==> config.mk <==
export PLATFORM = sky130hd
export DESIGN_NAME = card_number_luhn_check
export DESIGN_NICKNAME = d
export VERILOG_FILES = /design/src/cnlc_pkg.sv /design/src/card_number_luhn_check.sv /design/src/cnlc_ctrl.sv /design/src/cnlc_datapath.sv
export SDC_FILE = /design/constraint.sdc
export NUM_CORES = 1
export LEC_CHECK = 0
export BUFFER_PORTS_ARGS = -buffer_cell sky130_fd_sc_hd__buf_2
export CAP_MARGIN = 20
export CORE_MARGIN = 1.5
export CORE_UTILIZATION = 40
export DETAILED_ROUTE_END_ITERATION = 12
export HOLD_SLACK_MARGIN = 0.08
export PLACE_DENSITY = 0.56
export SYNTH_ARGS = -nofsm -noshare
export SYNTH_HDL_FRONTEND = slang
export SYNTH_HIERARCHICAL = 1
export SYNTH_SLANG_ARGS = --single-unit
==> constraint.sdc <==
create_clock -name clk -period 4.2 [get_ports clk]
set_input_delay 0.63 -clock clk [delete_from_list [all_inputs] [get_ports clk]]
set_output_delay 0.63 -clock clk [all_outputs]
set_load 0.1 [all_outputs]
==> src/cnlc_pkg.sv <==
// ----------------------------------------------------------------------------
// cnlc_pkg: shared types and constants for the card number check
// Holds the fixed field widths, card kind codes and the command and status
// structs that join the controller to the datapath.
// ----------------------------------------------------------------------------
package cnlc_pkg;

    // Fixed field widths.
    localparam int BIN_W      = 54;
    localparam int BCD_DIGITS = 17;
    localparam int BCD_W      = 4 * BCD_DIGITS;
    localparam int COUNT_W    = 5;
    localparam int SUM_W      = 8;
    localparam int KIND_W     = 3;
    localparam int STEP_W     = 6;

    // Shortest accepted card number.
    localparam logic [COUNT_W-1:0] LEN_MIN = 5'd13;

    // Card kind codes.
    localparam logic [KIND_W-1:0] KIND_VISA     = 3'd0;
    localparam logic [KIND_W-1:0] KIND_MASTER   = 3'd1;
    localparam logic [KIND_W-1:0] KIND_AMEX     = 3'd2;
    localparam logic [KIND_W-1:0] KIND_DISCOVER = 3'd3;
    localparam logic [KIND_W-1:0] KIND_UNKNOWN  = 3'd4;

    // Commands from the controller to the datapath.
    typedef struct packed {
        logic                load;
        logic                conv_step;
        logic                scan_step;
        logic [COUNT_W-1:0]  scan_index;
        logic                publish;
    } cnlc_cmd_t;

    // Status from the datapath to the controller.
    typedef struct packed {
        logic out_free;
    } cnlc_stat_t;

    // Luhn value of a digit in an odd place: doubled, with its digits added.
    function automatic logic [3:0] luhn_double(input logic [3:0] d);
        logic [4:0] twice;
        begin
            twice = {d, 1'b0};
            if (twice > 5'd9)
            begin
                twice = twice - 5'd9;
            end
            return twice[3:0];
        end
    endfunction

endpackage

==> src/card_number_luhn_check.sv <==
// ----------------------------------------------------------------------------
// card_number_luhn_check: Luhn mod-10 check of a binary card number
//
// Usage:
//   The input channel (in_valid, in_stall, card_number) takes one card number
//   as an unsigned binary integer. The output channel (out_valid, out_stall,
//   digit_count, length_ok, card_kind, luhn_sum, checksum_ok) returns one
//   result item for each input item, in order.
//   An item is converted to decimal one bit per cycle by the shift-add-3
//   loop, then its 17 decimal digits are scanned one per cycle, and the
//   result is written into the output register once that register can take
//   it. A new item is accepted only after the last one has been written into
//   the output register. in_stall is high while an item is at work.
//   A stalled result waits in the output register while the next item is
//   already accepted and processed; that item then waits for the register.
//   Reset clears the sequencer and the output valid flag; the block is idle
//   and ready for an item right after reset.
// ----------------------------------------------------------------------------
module card_number_luhn_check
#(
    parameter int MAX_DIGITS = 16
)
(
    input  logic                              clk,
    input  logic                              rst_n,
    input  logic                              in_valid,
    output logic                              in_stall,
    input  logic [cnlc_pkg::BIN_W-1:0]        card_number,
    output logic                              out_valid,
    input  logic                              out_stall,
    output logic [cnlc_pkg::COUNT_W-1:0]      digit_count,
    output logic                              length_ok,
    output logic [cnlc_pkg::KIND_W-1:0]       card_kind,
    output logic [cnlc_pkg::SUM_W-1:0]        luhn_sum,
    output logic                              checksum_ok
);
    import cnlc_pkg::*;

    cnlc_cmd_t  cmd;
    cnlc_stat_t stat;

    // Sequencer.
    cnlc_ctrl u_ctrl
    (
        .clk      (clk),
        .rst_n    (rst_n),
        .in_valid (in_valid),
        .in_stall (in_stall),
        .stat     (stat),
        .cmd      (cmd)
    );

    // Conversion, scan and output register.
    cnlc_datapath
    #(
        .MAX_DIGITS (MAX_DIGITS)
    )
    u_datapath
    (
        .clk         (clk),
        .rst_n       (rst_n),
        .cmd         (cmd),
        .stat        (stat),
        .card_number (card_number),
        .out_valid   (out_valid),
        .out_stall   (out_stall),
        .digit_count (digit_count),
        .length_ok   (length_ok),
        .card_kind   (card_kind),
        .luhn_sum    (luhn_sum),
        .checksum_ok (checksum_ok)
    );

endmodule

==> src/cnlc_ctrl.sv <==
// ----------------------------------------------------------------------------
// cnlc_ctrl: sequencer for the card number check
// Steps the datapath through the binary to decimal conversion, the digit
// scan and the hand-off of the result into the output register.
// ----------------------------------------------------------------------------
module cnlc_ctrl
(
    input  logic               clk,
    input  logic               rst_n,
    input  logic               in_valid,
    output logic               in_stall,
    input  cnlc_pkg::cnlc_stat_t stat,
    output cnlc_pkg::cnlc_cmd_t  cmd
);
    import cnlc_pkg::*;

    typedef enum logic [1:0] {
        ST_IDLE,
        ST_CONV,
        ST_SCAN,
        ST_PUBLISH
    } state_t;

    state_t              state_reg;
    state_t              state_next;
    logic [STEP_W-1:0]   step_reg;
    logic [STEP_W-1:0]   step_next;

    // A new item is taken only while the sequencer is idle.
    assign in_stall = (state_reg != ST_IDLE);

    // Next state and step counter.
    always_comb
    begin
        state_next = state_reg;
        step_next  = step_reg;
        unique case (state_reg)
            ST_IDLE:
            begin
                if (in_valid)
                begin
                    state_next = ST_CONV;
                    step_next  = '0;
                end
            end
            ST_CONV:
            begin
                if (step_reg == STEP_W'(BIN_W - 1))
                begin
                    state_next = ST_SCAN;
                    step_next  = '0;
                end
                else
                begin
                    step_next = step_reg + 1'b1;
                end
            end
            ST_SCAN:
            begin
                if (step_reg == STEP_W'(BCD_DIGITS - 1))
                begin
                    state_next = ST_PUBLISH;
                    step_next  = '0;
                end
                else
                begin
                    step_next = step_reg + 1'b1;
                end
            end
            ST_PUBLISH:
            begin
                if (stat.out_free)
                begin
                    state_next = ST_IDLE;
                end
            end
            default:
            begin
                state_next = ST_IDLE;
            end
        endcase
    end

    // State and counter registers.
    always_ff @(posedge clk or negedge rst_n)
    begin
        if (!rst_n)
        begin
            state_reg <= ST_IDLE;
            step_reg  <= '0;
        end
        else
        begin
            state_reg <= state_next;
            step_reg  <= step_next;
        end
    end

    // Commands decoded from the state.
    always_comb
    begin
        cmd.load       = (state_reg == ST_IDLE) && in_valid;
        cmd.conv_step  = (state_reg == ST_CONV);
        cmd.scan_step  = (state_reg == ST_SCAN);
        cmd.scan_index = step_reg[COUNT_W-1:0];
        cmd.publish    = (state_reg == ST_PUBLISH) && stat.out_free;
    end

    // The output register is written only when it can take a result.
    assert property (@(posedge clk) disable iff (!rst_n)
        cmd.publish |-> stat.out_free)
        else $error("result published into a full output register");

    // Conversion runs exactly one step per input bit.
    assert property (@(posedge clk) disable iff (!rst_n)
        (state_reg == ST_CONV) |-> (step_reg < STEP_W'(BIN_W)))
        else $error("conversion step counter out of range");

    // The scan visits each decimal digit once.
    assert property (@(posedge clk) disable iff (!rst_n)
        (state_reg == ST_SCAN) |-> (step_reg < STEP_W'(BCD_DIGITS)))
        else $error("scan step counter out of range");

    // An accepted item always starts the conversion.
    assert property (@(posedge clk) disable iff (!rst_n)
        cmd.load |=> (state_reg == ST_CONV) && (step_reg == '0))
        else $error("accepted item did not start the conversion");

endmodule

==> src/cnlc_datapath.sv <==
// ----------------------------------------------------------------------------
// cnlc_datapath: conversion, digit scan and output register
// Converts the binary card number to decimal one bit per cycle, scans the
// digits from the right one per cycle and holds the finished result.
// ----------------------------------------------------------------------------
module cnlc_datapath
#(
    parameter int MAX_DIGITS = 16
)
(
    input  logic                              clk,
    input  logic                              rst_n,
    input  cnlc_pkg::cnlc_cmd_t               cmd,
    output cnlc_pkg::cnlc_stat_t              stat,
    input  logic [cnlc_pkg::BIN_W-1:0]        card_number,
    output logic                              out_valid,
    input  logic                              out_stall,
    output logic [cnlc_pkg::COUNT_W-1:0]      digit_count,
    output logic                              length_ok,
    output logic [cnlc_pkg::KIND_W-1:0]       card_kind,
    output logic [cnlc_pkg::SUM_W-1:0]        luhn_sum,
    output logic                              checksum_ok
);
    import cnlc_pkg::*;

    // Working registers.
    logic [BIN_W-1:0]    bin_reg;
    logic [BCD_W-1:0]    bcd_reg;
    logic [COUNT_W-1:0]  count_reg;
    logic [SUM_W-1:0]    sum_reg;
    logic [3:0]          res_reg;
    logic [3:0]          hi_reg;
    logic [3:0]          lo_reg;
    logic [3:0]          prev_reg;

    // Output registers.
    logic                out_valid_reg;
    logic [COUNT_W-1:0]  digit_count_reg;
    logic                length_ok_reg;
    logic [KIND_W-1:0]   card_kind_reg;
    logic [SUM_W-1:0]    luhn_sum_reg;
    logic                checksum_ok_reg;

    // Combinational helpers.
    logic [BCD_W-1:0]    bcd_adj;
    logic [3:0]          digit;
    logic [3:0]          digit_val;
    logic [4:0]          res_sum;
    logic [3:0]          res_next;
    logic                len_ok_next;
    logic [KIND_W-1:0]   kind_next;

    // Add three to every decimal digit of five or more before the shift.
    always_comb
    begin
        for (int i = 0; i < BCD_DIGITS; i++)
        begin
            if (bcd_reg[4*i +: 4] >= 4'd5)
            begin
                bcd_adj[4*i +: 4] = bcd_reg[4*i +: 4] + 4'd3;
            end
            else
            begin
                bcd_adj[4*i +: 4] = bcd_reg[4*i +: 4];
            end
        end
    end

    // Current digit and its Luhn weight; the running sum modulo ten.
    always_comb
    begin
        digit     = bcd_reg[3:0];
        digit_val = cmd.scan_index[0] ? luhn_double(digit) : digit;
        res_sum   = {1'b0, res_reg} + {1'b0, digit_val};
        if (res_sum >= 5'd10)
        begin
            res_next = 4'(res_sum - 5'd10);
        end
        else
        begin
            res_next = res_sum[3:0];
        end
    end

    // Length window and card kind from the leading two digits.
    always_comb
    begin
        len_ok_next = (count_reg >= LEN_MIN) && (count_reg <= COUNT_W'(MAX_DIGITS));
        kind_next   = KIND_UNKNOWN;
        if (count_reg >= 5'd2)
        begin
            case (hi_reg)
                4'd4:    kind_next = KIND_VISA;
                4'd5:    kind_next = KIND_MASTER;
                4'd6:    kind_next = KIND_DISCOVER;
                4'd3:    kind_next = (lo_reg == 4'd7) ? KIND_AMEX : KIND_UNKNOWN;
                default: kind_next = KIND_UNKNOWN;
            endcase
        end
    end

    // Conversion and scan registers.
    always_ff @(posedge clk)
    begin
        if (cmd.load)
        begin
            bin_reg   <= card_number;
            bcd_reg   <= '0;
            count_reg <= '0;
            sum_reg   <= '0;
            res_reg   <= '0;
            hi_reg    <= '0;
            lo_reg    <= '0;
            prev_reg  <= '0;
        end
        else if (cmd.conv_step)
        begin
            bcd_reg <= {bcd_adj[BCD_W-2:0], bin_reg[BIN_W-1]};
            bin_reg <= {bin_reg[BIN_W-2:0], 1'b0};
        end
        else if (cmd.scan_step)
        begin
            sum_reg  <= sum_reg + {4'b0, digit_val};
            res_reg  <= res_next;
            prev_reg <= digit;
            bcd_reg  <= {4'b0, bcd_reg[BCD_W-1:4]};
            if (digit != 4'd0)
            begin
                count_reg <= cmd.scan_index + 5'd1;
                hi_reg    <= digit;
                lo_reg    <= prev_reg;
            end
        end
    end

    // The output register can take a result when empty or being read.
    assign stat.out_free = !out_valid_reg || !out_stall;

    // Output valid flag.
    always_ff @(posedge clk or negedge rst_n)
    begin
        if (!rst_n)
        begin
            out_valid_reg <= 1'b0;
        end
        else if (cmd.publish)
        begin
            out_valid_reg <= 1'b1;
        end
        else if (!out_stall)
        begin
            out_valid_reg <= 1'b0;
        end
    end

    // Output payload.
    always_ff @(posedge clk)
    begin
        if (cmd.publish)
        begin
            digit_count_reg <= count_reg;
            length_ok_reg   <= len_ok_next;
            card_kind_reg   <= kind_next;
            luhn_sum_reg    <= sum_reg;
            checksum_ok_reg <= len_ok_next && (res_reg == 4'd0);
        end
    end

    assign out_valid   = out_valid_reg;
    assign digit_count = digit_count_reg;
    assign length_ok   = length_ok_reg;
    assign card_kind   = card_kind_reg;
    assign luhn_sum    = luhn_sum_reg;
    assign checksum_ok = checksum_ok_reg;

    // A passing checksum needs an acceptable length.
    assert property (@(posedge clk) disable iff (!rst_n)
        out_valid_reg |-> (!checksum_ok_reg || length_ok_reg))
        else $error("checksum passed with a bad length");

    // A zero number has no leading digits and so no known kind.
    assert property (@(posedge clk) disable iff (!rst_n)
        (out_valid_reg && (digit_count_reg == '0)) |-> (card_kind_reg == KIND_UNKNOWN))
        else $error("zero number given a card kind");

    // The residue modulo ten stays a single decimal digit.
    assert property (@(posedge clk) disable iff (!rst_n)
        cmd.scan_step |=> (res_reg <= 4'd9))
        else $error("Luhn residue out of range");

endmodule
==> results.md, run 1 <==
- Minimum setup slack among reg-to-reg paths: 0.55 ns
- First-pass GRT wire length: 31.7 mm
- Layout cells sized above 1: 0.180
- Met3 usage: 0.0456
- Synth unique cells: 54
- Num rows: 55
- Count leader, synth: a211oi_1
- Element type at the critical path end: flop
- Worst stage delay on the critical path: 0.42 ns
- Critical path's top delay family: compound AO/OA/AOI/OAI gates
- Starting DRC count in detailed routing: 359
- RSZ-0062 raised after global routing: no
- Ys async rst share: 0.0506
- Status: finished, final reports clean
- TritonCTS clock tree: built
- Hold depth: 2
- Tcrit/Tclk final: 0.868
- Met1 usage: 0.214
- R2r endpoint: u_datapath/res_reg[2]
- CTS root buf: clkbuf_16
- Detailed Routing Iterations Pass 1: 4
- CTS buffer count: 17
- Share of Yosys cell area claimed by the top area cell type: 0.231
- Initial antenna violation count: 0
- Critical Path AT: 3.99 ns
- Clock-pin transition on the worst setup and hold timing paths: 0.07 ns
- Core Footprint: 22800 sq um
- Die Y: 156 um
- Grt total ovfl: 0
- Hold endpoint: u_datapath/lo_reg[3]
- WL per Instance: 14.2 um
- Worst-path maximum fanout: 8
- Final Max Tran Viols: 0
- Post-CTS sizing: 0
- Vias: 6826
- Worst Hold Class: reg -> reg
- Hold-fix buffers, CTS: 1
- Starting density of the core: 0.410
- Commonest cells in the synthesized netlist: 102 x a211oi_1, 99 x a21oi_1, 97 x dfxtp_1, 72 x edfxtp_1, 68 x nor2_1
- Max-Cap Viols: 0
- Startpoint types: flop
- Synthesized netlist net count: 1057
- Final Setup Violations: 0
- CTS max path bufs: 2
- Synth area leader: edfxtp_1
- Width of the die: 156 um
- Avg Inst Size Synth: 9.89 sq um
- Worst path cell trace: inv_1, ha_1, inv_1, a21oi_1, xnor2_1, nand2_1, o21a_1, fa_1, xnor2_1, inv_1, ha_1, o31ai_1, a221o_1, or3_1, a311oi_1
- Worst Hold Launch: u_datapath/lo_reg[3]
- Worst path required time: 4.54 ns
- DR DRC count: 0
- Antenna-violating nets left: 0
- Vias per cell: 5.18
- Worst slew margin: 0.256
- GR Util met2: 0.254
- Post-synth EDFFs: 72
- Synth Flop Type: dfxtp_1
- Max reg flops: 68
- H-tree depth: 4
- Largest net degree at the start of global routing: 78
- CP Class: reg -> reg
- Area Overhead vs Synth: 13.1%
- Synthesized area: 9350 sq um
- Setup Fix Bufs, Post-CTS: 0
- Synth Instances: 945
- # diodes: 0
- Buf/Inv on CP: 3
- Hpwl dp: 12.2 mm
- Worst-margin pin slew: 1.10 ns
- Num ports: 78
- Routed WL: 18.7 mm
- F_max: 274 MHz
- Most Frequent Cell on Critical Path: inv_1
- GRT Max-Usage Layer: met2
- GR Util All Layers: 0.160
- Layout filler cell count: 2189
- CP max stage cell: fa_1
- FF-to-FF path depth: 15
- Setup TNS: 0 ns
- Clk Latency, worst-skew pair: 0.43 ns
- Synth Warn #: 6
- Reg2reg start: u_datapath/bcd_reg[1]
- Clk_skew: 0.0112 ns
- Yosys reg bits: 178
- Clock sinks: 178
- Final Critical Period: 3.65 ns
- Port-buffer cells: 77
- Global placement routability congestion: 0.761
- Vias in the first global route: 6477
- Count of final hold-check violations: 0
- Register area share after synthesis: 0.463
- Final #Nets: 1104
- Ranking of synthesized cells by area: edfxtp_1 23%, dfxtp_1 21%, a211oi_1 8.2%
- Die ar.: 24300 sq um
how the worst max path moves through the flow:
stage,from,endpoint,slack [ns],cells after the start
floorplan,u_datapath/bcd_reg[0],u_datapath/res_reg[2],0.86,16
global placement,u_datapath/bcd_reg[1],u_datapath/res_reg[2],0.74,15
detailed placement,u_datapath/bcd_reg[0],u_datapath/res_reg[2],0.64,15
CTS,u_datapath/bcd_reg[0],u_datapath/res_reg[2],0.57,15
global route,u_datapath/bcd_reg[0],u_datapath/res_reg[1],0.24,15
finish,u_datapath/bcd_reg[1],u_datapath/res_reg[2],0.55,15
cell type report:
type                            count  area (sq um)  share of cell area
Timing Repair Buffer               88           470              0.0445
Sequential cell                   178          4330               0.410
Inverter                           50           188              0.0178
Clock buffer                       18           439              0.0416
Tap cell                          313           392              0.0371
Multi-Input combinational cell    657          4610               0.437
Clock inverter                     14           134              0.0127
per-stage QoR:
stage	hold slack (ns)	utilization	std cells	setup slack (ns)	area (sq um)
after floorplan	0.334	-	945	0.856	9350
after global placement	0.438	0.438	1285	0.738	9980
after detailed placement	0.443	0.438	1285	0.637	9980
after CTS	0.447	0.464	1318	0.574	10600
after global routing	0.462	0.464	1318	0.238	10600
final	0.449	0.464	1318	0.553	10600
cells by family after synthesis:
kind of cell,synth area share
AO/OA/AOI/OAI,0.197
XOR/XNOR,0.0244
flip-flops,0.463
buffers and inverters,0.0463
adder cells (fa/ha/maj),0.0739
AND/OR/NAND/NOR,0.128
multiplexers,0.0676
layout by cell type, fill, tap and decap left out, types with 3 or more instances in the layout:
| cell type | netlist | layout |
|---|---|---|
| a211oi_1 | 102 | 102 |
| a21o_1 | 7 | 7 |
| a21oi_1 | 99 | 99 |
| a32oi_1 | 16 | 16 |
| and2_1 | 4 | 3 |
| buf_2 | 1 | 77 |
| buf_4 | 5 | 10 |
| clkbuf_16 | 0 | 17 |
| dfrtp_1 | 9 | 9 |
| dfxtp_1 | 97 | 97 |
| edfxtp_1 | 72 | 72 |
| ha_1 | 52 | 50 |
| inv_1 | 50 | 50 |
| inv_6 | 0 | 7 |
| inv_8 | 0 | 3 |
| mux2_2 | 53 | 53 |
| nand2_1 | 48 | 48 |
| nand2b_1 | 24 | 24 |
| nand3_1 | 8 | 8 |
| nor2_1 | 68 | 68 |
| nor2b_1 | 19 | 18 |
| nor3_1 | 9 | 9 |
| nor3b_1 | 33 | 33 |
| nor4_1 | 4 | 4 |
| o21ai_0 | 45 | 45 |
| o31ai_1 | 3 | 3 |
| or3_1 | 5 | 5 |
| xnor2_1 | 23 | 23 |
| xor2_1 | 3 | 3 |
worst reg2reg max path, stage by stage (launching register included):
cell and delay, ns:
dfxtp_1 0.37, inv_1 0.16, ha_1 0.32, inv_1 0.07
a21oi_1 0.25, xnor2_1 0.18, nand2_1 0.11, o21a_1 0.17
fa_1 0.42, xnor2_1 0.18, inv_1 0.09, ha_1 0.24
o31ai_1 0.09, a221o_1 0.36, or3_1 0.31, a311oi_1 0.25
metal layers:
metal  up-vias  share of wire
met1      3173           0.50
met4         0         0.0080
met3         9          0.048
met5         -              0
li1       3546              -
met2        98           0.44
Power of run 1 is left out: the tool's default activity adds up to more than one toggle a clock period on the data nets, which glitch-free logic cannot reach.
==> inputs of run 2 (changes only) <==
--- a/config.mk
+++ b/config.mk
@@ -8,10 +8,10 @@
 export BUFFER_PORTS_ARGS = -buffer_cell sky130_fd_sc_hd__buf_2
 export CAP_MARGIN = 20
 export CORE_MARGIN = 1.5
-export CORE_UTILIZATION = 40
+export CORE_UTILIZATION = 60
 export DETAILED_ROUTE_END_ITERATION = 12
 export HOLD_SLACK_MARGIN = 0.08
-export PLACE_DENSITY = 0.56
+export PLACE_DENSITY = 0.79
 export SYNTH_ARGS = -nofsm -noshare
 export SYNTH_HDL_FRONTEND = slang
 export SYNTH_HIERARCHICAL = 1
==> run 2 against run 1 <==
  * Final cell count decreased by 9.4%
  * Count of clock-buffer cells in the layout up 1
  * Clock skew decreased by 0.0023 ns
  * Maximum frequency is 1.3% lower
  * Routed wire length fell by 3.8%
  * Critical path depth unchanged
  * Hold slack is essentially flat
  * Largest cell class unchanged
==> results.md, run 2 (synthesis gave the netlist of run 1 again) <==
- WL per Instance: 15.1 um (+6.2%)
- GR Util All Layers: 0.229 (+0.0689)
- Layout filler cell count: 1158 (-47%)
- Post-Place Setup Slack: 0.541 ns (-0.0964 ns)
- Final Setup Violations: 0 (unchanged)
- Clock sinks: 178 (unchanged)
- Initial antenna violation count: 0 (unchanged)
- Minimum setup slack among reg-to-reg paths: 0.51 ns (-0.05 ns)
- Clk Latency, worst-skew pair: 0.43 ns (about the same)
- Worst-path maximum fanout: 8 (unchanged)
- Post-Layout Cell Count: 1194 (-9.4%)
- Worst path cell trace: inv_1, ha_1, inv_1, a21oi_1, a21oi_1, ha_1, inv_1, fa_1, xnor2_1, inv_1, ha_1, o31ai_1, a221o_1, or3_1, a311oi_1
- Metal-1 WL: 8.51 mm (-9.4%)
- Final #Nets: 1105 (+0.091%)
- CTS root buf: clkbuf_16
- Tcrit/Tclk final: 0.879 (+0.0110)
- Hold depth: 2 (unchanged)
- TritonCTS clock tree: built
- Worst stage delay on the critical path: 0.49 ns (+0.07 ns)
- F_max: 271 MHz (-1.3%)
- # diodes: 0 (unchanged)
- Die ar.: 16300 sq um (-33%)
- Vias per cell: 5.89 (+14%)
- Vias: 7027 (+2.9%)
- RSZ-0062 raised after global routing: no
- Startpoint types: flop
- Hold endpoint: u_datapath/lo_reg[3]
- CP Class: reg -> reg
- Layout cells sized above 1: 0.180 (about the same)
- Worst setup margin: 0.506 ns (-0.0462 ns)
- Commonest non-fill, non-tap cell in the layout: a211oi_1
- Antenna-violating nets left: 0 (unchanged)
- Largest net degree at the start of global routing: 81 (+3.8%)
- Starting density of the core: 0.615 (+0.204)
- Num ports: 78 (unchanged)
- Clock-pin transition on the worst setup and hold timing paths: 0.07 ns (about the same)
- Core Footprint: 15200 sq um (-33%)
- Final Critical Period: 3.69 ns (+0.0462 ns)
- Clk_skew: 0.00886 ns (-0.00232 ns)
- Max reg flops: 68 (unchanged)
- Worst path required time: 4.53 ns (about the same)
- Vias in the first global route: 6608 (+2.0%)
- Hpwl dp: 11.6 mm (-5.1%)
- Worst Hold Launch: u_datapath/lo_reg[3]
- Routed WL: 18.0 mm (-3.8%)
- Reg2reg start: u_datapath/bcd_reg[0]
- Status: finished, final reports clean
- Max layer used: met4
- Most frequent cells in the layout: 102 x a211oi_1, 99 x a21oi_1, 97 x dfxtp_1
- First-pass GRT wire length: 30.4 mm (-4.0%)
- Worst slew margin: 0.300 (+0.0437)
- H-tree depth: 4 (unchanged)
- Most Frequent Cell on Critical Path: inv_1
- Detailed Routing Iterations Pass 1: 5 (+1)
- Num rows: 45 (-18%)
- Area Overhead vs Synth: 11.8%
- Width of the die: 128 um (-18%)
- FF-to-FF path depth: 15 (unchanged)
- Global placement routability congestion: 0.833 (+9.4%)
- Critical Path AT: 4.03 ns (+0.04 ns)
- Worst Hold Class: reg -> reg
- DR DRC count: 0 (unchanged)
- Setup TNS: 0 ns (unchanged)
- CTS buffer count: 17 (unchanged)
- Worst-margin pin slew: 1.04 ns (-0.0648 ns)
- CP max stage cell: dfxtp_1
- Grt total ovfl: 0 (unchanged)
- Max-Cap Viols: 0 (unchanged)
- Count of final hold-check violations: 0 (unchanged)
- Starting DRC count in detailed routing: 485 (+35%)
- CTS max path bufs: 2 (unchanged)
- R2r endpoint: u_datapath/res_reg[2]
- Metal2 WL: 8.36 mm (+1.2%)
- Final Max Tran Viols: 0 (unchanged)
- Routed length on met3: 935 um (+3.3%)
- Die Y: 128 um (-18%)
- Element type at the critical path end: flop
- Dpl cells: 1161 (-9.6%)
- Port-buffer cells: 77 (unchanged)
## run 2: changes by cell type in the layout (fill, tap and decap cells not counted), sizes merged
cell | previous run | this run
inv | 61 | 54
bufinv | 0 | 2
buf | 87 | 88
clkinvlp | 1 | 5
clkbuf | 18 | 19
## run 2: worst max path at each step
stage	startpoint	endpoint	slack, ns	depth (start not counted)
after floorplan	u_datapath/bcd_reg[0]	u_datapath/res_reg[2]	0.86	16
after global placement	u_datapath/bcd_reg[0]	u_datapath/res_reg[2]	0.74	15
after detailed placement	u_datapath/bcd_reg[0]	u_datapath/res_reg[2]	0.54	15
after CTS	u_datapath/bcd_reg[0]	u_datapath/res_reg[2]	0.53	15
after global routing	u_datapath/bcd_reg[0]	u_datapath/res_reg[2]	0.22	15
final	u_datapath/bcd_reg[0]	u_datapath/res_reg[2]	0.51	15
## run 2: area by class of cell
cell class / instances / area [sq um] / share of cell area
timing repair buffer: 89 / 478 / 0.0457
sequential: 178 / 4330 / 0.414
clock buffer: 19 / 464 / 0.0444
inverter: 50 / 188 / 0.0180
tap: 188 / 235 / 0.0225
clock inverter: 13 / 145 / 0.0139
multi-input combinational: 657 / 4610 / 0.441
## run 2: stage by stage
stage	hold slack, ns	area, sq um	util
after CTS	0.437	10500	0.688
after global routing	0.463	10500	0.688
after floorplan	0.334	9350	-
after detailed placement	0.443	9830	0.647
after global placement	0.435	9830	0.647
final	0.449	10500	0.688
## run 2: per-layer routing
metal | global-route usage | up-vias
met5 | 0 | -
met4 | 0.0681 | 0
met3 | 0.0705 | 18
met2 | 0.367 | 140
met1 | 0.301 | 3320
li1 | - | 3549
## run 2: critical path: cells and delay by family (launching register included)
kind	cells	cell delay [ns]
AO/OA/AOI/OAI	5	1.10
XOR/XNOR	1	0.18
adder cells (fa/ha/maj)	4	1.15
buffers and inverters	4	0.35
flip-flops	1	0.49
AND/OR/NAND/NOR	1	0.32
## run 2: what timing repair did
item                                    in CTS  in global routing
endpoints found under the hold margin        9                  0
endpoints found under the setup margin       0                  0
resized for setup                            0                  0
setup buffers                                0                  0
hold buffers                                 1                  0
Power of run 2 is left out for the same reason.
==> inputs of run 3 (changes only) <==
--- a/config.mk
+++ b/config.mk
@@ -7,8 +7,10 @@
 export LEC_CHECK = 0
 export BUFFER_PORTS_ARGS = -buffer_cell sky130_fd_sc_hd__buf_2
 export CAP_MARGIN = 20
+export CELL_PAD_IN_SITES_DETAIL_PLACEMENT = 1
+export CELL_PAD_IN_SITES_GLOBAL_PLACEMENT = 2
 export CORE_MARGIN = 1.5
-export CORE_UTILIZATION = 60
+export CORE_UTILIZATION = 39
 export DETAILED_ROUTE_END_ITERATION = 12
 export HOLD_SLACK_MARGIN = 0.08
 export PLACE_DENSITY = 0.79
==> constraint.sdc (replaced) <==
create_clock -name clk -period 4.2 [get_ports clk]
set_input_delay 0.63 -clock clk [delete_from_list [all_inputs] [get_ports clk]]
set_output_delay 0.63 -clock clk [all_outputs]
set_load 0.05 [all_outputs]
==> run 3 against run 2 <==
  * Global-route usage is 4.8 points lower
  * Count of clock-buffer cells in the layout is 2 lower
  * Final cell count is 11% higher
  * Critical endpoint is now u_datapath/res_reg[1]
==> results.md, run 3 (synthesis gave the netlist of run 1 again) <==
- Final Max Tran Viols: 0 (unchanged)
- Combinational share of power: 0.484
- Clock-pin transition on the worst setup and hold timing paths: 0.08 ns (about the same)
- Worst path cell trace: inv_1, ha_1, inv_1, a21oi_1, xnor2_1, nand2_1, o21a_1, fa_1, xnor2_1, inv_1, ha_1, o31ai_1, a221o_1, or3_1, a311oi_1
- Worst path required time: 4.55 ns (+0.02 ns)
- Util after Layout: 0.453 (-0.234)
- Setup TNS: 0 ns (unchanged)
- Reg2reg start: u_datapath/bcd_reg[1]
- Most Frequent Cell on Critical Path: inv_1
- Critical Path AT: 4.03 ns (about the same)
- Leakage: 0.00399 uW
- Core Footprint: 23500 sq um (+54%)
- Peak VDD IR: 0.319 mV
- Width of the die: 158 um (+23%)
- Final Setup Violations: 0 (unchanged)
- F_max: 272 MHz (+0.50%)
- Power Density: 945 nW/um^2
- Final #Nets: 1104 (-0.090%)
- Vias per cell: 5.31 (-9.8%)
- DR DRC count: 0 (unchanged)
- RSZ-0062 raised after global routing: no
- Tcrit/Tclk final: 0.875 (-0.00438)
- Starting DRC count in detailed routing: 287 (-41%)
- Layout filler cell count: 2647 (+130%)
- Vias in the first global route: 7020 (+6.2%)
- GR Util All Layers: 0.181 (-0.0478)
- Max reg flops: 68 (unchanged)
- Hpwl dp: 13.7 mm (+18%)
- CTS max path bufs: 2 (unchanged)
- Detailed Routing Iterations Pass 1: 4 (-1)
- Power share of the clock group: 0.167
- Grt total ovfl: 0 (unchanged)
- Worst-path maximum fanout: 8 (unchanged)
- Initial antenna violation count: 2 (+2)
- Antenna-violating nets left: 0 (unchanged)
- Max-Cap Viols: 0 (unchanged)
- Clk_skew: 0.0119 ns (+0.00304 ns)
- Worst hold slack: 0.457 ns (+0.00866 ns)
- Worst-margin pin slew: 0.952 ns (-0.0878 ns)
- Die ar.: 24900 sq um (+52%)
- Hold depth: 2 (unchanged)
- Num ports: 78 (unchanged)
- Clock sinks: 178 (unchanged)
- # diodes: 0 (unchanged)
- Critical path's top delay family: compound AO/OA/AOI/OAI gates
- Largest net degree at the start of global routing: 153 (+89%)
- Count of final hold-check violations: 0 (unchanged)
- Port-buffer cells: 77 (unchanged)
- FF-to-FF path depth: 15 (unchanged)
- Commonest non-fill, non-tap cell in the layout: a211oi_1
- Worst stage delay on the critical path: 0.44 ns (-0.05 ns)
- CP Class: reg -> reg
- Internal: 5730 uW
- Global placement routability congestion: 0.758 (-9.0%)
- Num rows: 56 (+24%)
- Share of power burned in registers: 0.349
- Startpoint types: flop
- CTS buffer count: 17 (unchanged)
- Starting density of the core: 0.398 (-0.217)
- Clk Latency, worst-skew pair: 0.44 ns (about the same)
- CP max stage cell: fa_1
- Area Overhead vs Synth: 13.8%
- Vias: 7031 (+0.057%)
- Element type at the critical path end: flop
- Worst slew margin: 0.365 (+0.0659)
- Routed WL: 21.2 mm (+18%)
- Minimum setup slack among reg-to-reg paths: 0.52 ns (+0.02 ns)
- Hold endpoint: u_datapath/lo_reg[1]
- WL per Instance: 16.0 um (+6.0%)
- Layout cells sized above 1: 0.180 (about the same)
- Sw Pwr: 4330 uW
- Status: finished, final reports clean
- TritonCTS clock tree: built
- Setup Fix Bufs, Post-CTS: 0 (unchanged)
- Die Y: 158 um (+23%)
- Buf/Inv on CP: 3 (-1)
- R2r endpoint: u_datapath/res_reg[1]
- Final Critical Period: 3.68 ns (-0.0184 ns)
- Sw Share: 0.430
- Worst Hold Launch: u_datapath/prev_reg[1]
- CTS root buf: clkbuf_16
- Worst Hold Class: reg -> reg
- First-pass GRT wire length: 36.0 mm (+18%)
- Most frequent cells in the layout: 102 x a211oi_1, 99 x a21oi_1, 97 x dfxtp_1
- H-tree depth: 4 (unchanged)
## run 3: cell count changes in the layout (fill, tap and decap cells not counted), sizes merged
cell,change
bufinv,-1
clkinv,+5
clkinvlp,-5
clkbuf,-2
inv,+3
buf,-1
## run 3: power by group through the flow
stage,Sequential [uW],Clock (uW),Combinational (uW)
4_1_cts,3530,1730,4920
2_1_floorplan,3530,0,3700
6_report,3510,1680,4860
5_1_grt,3660,1790,5510
3_5_place_dp,3560,0,4880
3_3_place_gp,3530,0,4770
## run 3: timing repair
item / 4_1_cts / 5_1_grt
hold buffers: 1 / 0
endpoints found under the hold margin: 9 / 0
resized for setup: 0 / 0
## run 3: per-stage QoR
| stage | worst slack, ns | total power (uW) | cells | area, sq um |
|---|---|---|---|---|
| 2_1_floorplan | 0.856 | 7230 | 945 | 9350 |
| 6_report | 0.525 | 10100 | 1324 | 10600 |
| 3_3_place_gp | 0.707 | 8300 | 1290 | 10000 |
| 4_1_cts | 0.532 | 10200 | 1323 | 10600 |
| 5_1_grt | 0.203 | 11000 | 1324 | 10600 |
| 3_5_place_dp | 0.554 | 8440 | 1290 | 10000 |
## run 3: worst reg2reg max path, stage by stage, from the launching register on
cell and delay [ns]:
dfxtp_1 0.37, inv_1 0.16, ha_1 0.33, inv_1 0.08
a21oi_1 0.26, xnor2_1 0.15, nand2_1 0.10, o21a_1 0.17
fa_1 0.44, xnor2_1 0.18, inv_1 0.09, ha_1 0.25
o31ai_1 0.11, a221o_1 0.36, or3_1 0.31, a311oi_1 0.26
## run 3: worst max-delay path by stage
stage,startpoint,slack (ns),end,cells past startpoint
detailed placement,u_datapath/bcd_reg[1],0.55,u_datapath/res_reg[2],15
finish,u_datapath/bcd_reg[1],0.52,u_datapath/res_reg[1],15
global placement,u_datapath/bcd_reg[1],0.71,u_datapath/res_reg[2],15
floorplan,u_datapath/bcd_reg[0],0.86,u_datapath/res_reg[2],16
CTS,u_datapath/bcd_reg[1],0.53,u_datapath/res_reg[1],15
global route,u_datapath/bcd_reg[1],0.20,u_datapath/res_reg[1],15
## run 3: layout make-up
cell class                      count  area (sq um)  area share
Clock inverter                     15           203      0.0191
Clock buffer                       17           425      0.0400
Tap cell                          319           399      0.0375
Multi-Input combinational cell    657          4610       0.434
Inverter                           50           188      0.0176
Sequential cell                   178          4330       0.407
Timing Repair Buffer               88           480      0.0452
## run 3: routing by layer
| metal | GRT usage | up-vias | share of wire |
|---|---|---|---|
| met3 | 0.0441 | 21 | 0.039 |
| met4 | 0.0580 | 2 | 0.013 |
| li1 | - | 3543 | - |
| met2 | 0.281 | 81 | 0.45 |
| met1 | 0.248 | 3384 | 0.50 |
| met5 | 0 | - | 0.00033 |
Note: power is estimated with default switching activity, not from simulation.
